### src/sv/assert_macros.svh
// Assertion macros shared by the RTL.
// Needs clk_i and rst_ni in the scope of each use.
`ifndef ASSERT_MACROS_SVH
`define ASSERT_MACROS_SVH

// Property must hold at every clock edge outside reset.
`define ASSERT_PROP(label, prop, msg) \
  label: assert property (@(posedge clk_i) disable iff (!rst_ni) (prop)) else $error(msg);

// Condition must never be true outside reset.
`define ASSERT_NEVER(label, cond, msg) \
  label: assert property (@(posedge clk_i) disable iff (!rst_ni) !(cond)) else $error(msg);

`endif

### src/sv/deq_ram.sv
// Simple dual-port synchronous RAM, one write and one registered read port.
// No dependencies.
module deq_ram #(
  parameter int unsigned DATA_W = 32,
  parameter int unsigned DEPTH  = 64,
  parameter int unsigned ADDR_W = (DEPTH > 1) ? $clog2(DEPTH) : 1
) (
  input  logic              clk_i,
  input  logic              we_i,
  input  logic [ADDR_W-1:0] waddr_i,
  input  logic [DATA_W-1:0] wdata_i,
  input  logic              re_i,
  input  logic [ADDR_W-1:0] raddr_i,
  output logic [DATA_W-1:0] rdata_o
);

  logic [DATA_W-1:0] mem [DEPTH];

  always_ff @(posedge clk_i) begin
    if (we_i) begin
      mem[waddr_i] <= wdata_i;
    end
  end

  always_ff @(posedge clk_i) begin
    if (re_i) begin
      rdata_o <= mem[raddr_i];
    end
  end

endmodule

### config.mk
export PLATFORM = sky130hd
export DESIGN_NAME = deq_ram
export DESIGN_NICKNAME = d
export VERILOG_FILES = /design/src/sv/assert_macros.svh /design/src/sv/deq_ram.sv
export SDC_FILE = /design/constraint.sdc
export NUM_CORES = 2
export LEC_CHECK = 0
export BUFFER_PORTS_ARGS = -buffer_cell sky130_fd_sc_hd__buf_2
export CAP_MARGIN = 20
export CORE_MARGIN = 2
export CORE_UTILIZATION = 47
export DETAILED_ROUTE_END_ITERATION = 10
export PLACE_DENSITY = 0.6
export SETUP_SLACK_MARGIN = 0.05
export SYNTH_ARGS = -nofsm -noshare
export SYNTH_HDL_FRONTEND = slang
export SYNTH_SLANG_ARGS = --single-unit
### constraint.sdc
create_clock -name clk_i -period 4.1 [get_ports clk_i]
set_input_delay 0.615 -clock clk_i [delete_from_list [all_inputs] [get_ports clk_i]]
set_output_delay 0.615 -clock clk_i [all_outputs]
set_load 0.02 [all_outputs]
==> metrics.md <==
| Metric | Value |
|---|---|
| Run status | complete, no violations |
| Number of flops mapped to enable cells by yosys | approximately 2,100 |
| Leading cell type in the layout, fill and taps excluded | edfxtp_1 |
| Gr ovfl total | 0 |
| Register area | 62,500 µm² |
| Dpl cells | 5,650 |
| I/O Pins | 79 |
| Post-DR wirelength/cell | 34.8 µm |
| Crit-path most repeated cell | mux4_2 |
| Worst setup SP type | input pin |
| Hold_sp | wdata_i[16] |
| Largest net degree at the start of global routing | 65 |
| HPWL after DPL | 122,000 µm |
| Sequential element share of the synthesized area | about four fifths |
| Slew @ Worst Pin | between 1000 and 1500 ps |
| Reg2Reg Depth | 4 |
| Required time of the critical path | approximately 4600 ps |
| Hold worst-path end | mem[19][16] |
| Wire length on met3 | ~18,000 µm |
| Crit path cell chain | buf_8 > buf_12 > buf_4 > mux4_2 > mux4_2 > o22ai_1 > nor2_1 |
| Yosys cell types | 33 |
| Final hold violations | 0 |
| Synthesized area | slightly below 80,000 µm² |
| Hold Path Depth | 1 |
| Die Ht | 414 µm |
| Power per Cell Area | about 500 nW/µm² |
| Post-route insts no fill | 6,043 |
| Hold_buf cts | 2 |
| 1st-iter DRT viols | 5,070 |
| Buf+Inv Stages, Crit Path | 3 |
| Min Tclk post-route | about 3100 ps |
| Row cnt | 150 |
| Routability cong. | 0.858 |
| Ys async rst share | 0% |
| Final core utilization | 54.2% |
| RSZ-0062 raised after global routing | false |
| Dominant synthesized flop cell | edfxtp_1 |
| Antenna-violating nets left | 0 |
| Vias | 37,800 |
| Root buffer cell | clkbuf_16 |
| Clk sinks | 2,080 |
| MaxCap Viol Count | 0 |
| First-pass GRT wire length | 293,000 µm |
| Crit share post-route | 74.7% |
| Initial core utilization | a little under half |
| Slew Viols, Final | 0 |
| Final nets | 3,707 |
| Crit-path max FO | 58 |
| Avg Cell Area, Syn | 23.7 µm² |
| DIE AREA | between 150,000 and 200,000 µm² |
| Setup TNS | 0 ps |
| Share of layout cells above drive strength 1 | 31.5% |
| Placed Area | around 84,000 µm² |
| Critical path class | in2reg |
| Clk buf depth | 3 |
| Remaining DRCs | 0 |
| Area of the multi-input gates | between 15,000 and 20,000 µm² |
| Detail Route met2 WL | ~100,000 µm |
| Total global-route track usage | 24.9% |
| Worst VDD drop | 0.000436 V |
| Routed vias/inst | 6.25 |
| Design area | 90,400 µm² |
| YS warnings | 0 |
| Setup violators final | 0 |
| Routed WL | 210,000 µm |
| Pleak | around 0.028 µW |
| Slowest stage delay, CP | 780 ps |
| Clock latency on the worst-skew pair | 860 ps |
| IO buf count | 78 |
| Setup Fix Bufs, Post-CTS | 0 |
| Max-slew headroom | 26.0% |
| Worst path slowest cell | o22ai_1 |
| Mapped Cells | about 3,300 |
| CTS clock-pin slew for the worst setup and hold paths | 60 ps |
| Seq cells post-synth | 2,080 |
| Worst hold path type | in2reg |
| Metal-1 WL | between 80,000 and 90,000 µm |
| CP top delay family | buffers and inverters |
| Clock Skew | 43.3 ps |
| First-pass iteration count of the detailed router | 5 |
| Final Power | 44,300 µW |
| Uppermost layer routed | met5 |
| TritonCTS Buffers | 202 |
| TritonCTS clock tree | built |
| Core ar. | 167,000 µm² |
| Max H-tree Level | 4 |
| R2r startpoint | mem[24][29] |
| R2r setup slk | 1480 ps |
| Area grow syn2layout | 14.7% |
| Commonest cells after routing, fill and taps aside | edfxtp_1 (2,080), mux4_2 (544), clkbuf_16 (202) |
| Post-CTS sizing | 0 |
| Antenna violations before repair | 15 |
| Vias in the first global route | 38,300 |
| CP endpoint kind | flip-flop |
| F_max | 327 MHz |
| Filler cell count | between 10,000 and 15,000 |
| Syn_nets | 3,371 |
| Die X | 414 µm |
| WP data arrival | 3600 ps |
| R2R Path End | rdata_o[29] |
worst max-delay path by stage:
stage / startpoint / endpoint / slack [ps] / cells past startpoint
2_1_floorplan: waddr_i[3] / mem[48][0] / 330 / 4
3_3_place_gp: raddr_i[0] / rdata_o[2] / 150 / 7
3_5_place_dp: raddr_i[0] / rdata_o[2] / 140 / 7
4_1_cts: raddr_i[0] / rdata_o[2] / 1060 / 7
5_1_grt: raddr_i[0] / rdata_o[2] / 1030 / 7
6_report: raddr_i[1] / rdata_o[29] / 1040 / 7
final cells by class:
type / count / area share, %
Sequential cell: 2080 / 69.1
Multi-Input combinational cell: 1062 / 17.7
Clock inverter: 127 / 1.43
Clock buffer: 250 / 5.79
Antenna cell: 6 / 0.0166
Tap cell: 2204 / 3.05
Timing Repair Buffer: 314 / 2.97
per-stage QoR:
step / worst slack [ps] / hold WS, ps
after floorplan: 325 / 714
after global placement: 147 / 809
after detailed placement: 145 / 817
after CTS: 1060 / 94.9
after global routing: 1030 / 72.5
final: 1040 / 103
report_power, final:
part	switching [µW]	leakage [µW]	internal [µW]	total, µW
sequential	84.5	0.0187	23600	23700
clock	8030	0.00317	10200	18200
combinational	1500	0.00634	869	2370
total	9620	0.0282	34600	44300
cells in the mapped netlist, types with 5 or more instances:
library cell     n  area share [%]
edfxtp_1      2080              79
mux4_2         544              16
nor2_1         137            0.65
mux2i_1         93             1.2
o22ai_1         84            0.67
clkbuf_1        74            0.35
a21oi_1         62            0.39
buf_2           57            0.36
o221ai_1        27            0.30
nand2_1         26            0.12
buf_4           25            0.24
buf_1           21            0.10
nor2b_1         15            0.12
a22oi_1         12            0.11
a311oi_1         8           0.089
nand2b_1         8           0.063
nor3_1           7           0.044
buf_6            5           0.071
nand3_1          5           0.032
nand3b_1         5           0.048
flip-flops by register name (all words and copies together) (netlist names):
signal and cells:
mem 2048, rdata_o 32
cells by family (layout without fill, tap and decap cells):
group	Yosys count	in the layout	synth area share, %
muxes	637	637	16.7
AOI/OAI and AO/OA	202	202	1.67
other	0	6	0
DFF	2080	2080	79.2
and+or+nand+nor	223	223	1.26
buffers and inverters	182	691	1.12
layer usage:
metal  vias up  track usage (%)
li1      15000                -
met1     20700             35.3
met2      1838             39.6
met3       271             4.44
met4         4             8.12
met5         -                0
(Power assumes the default switching activity.)
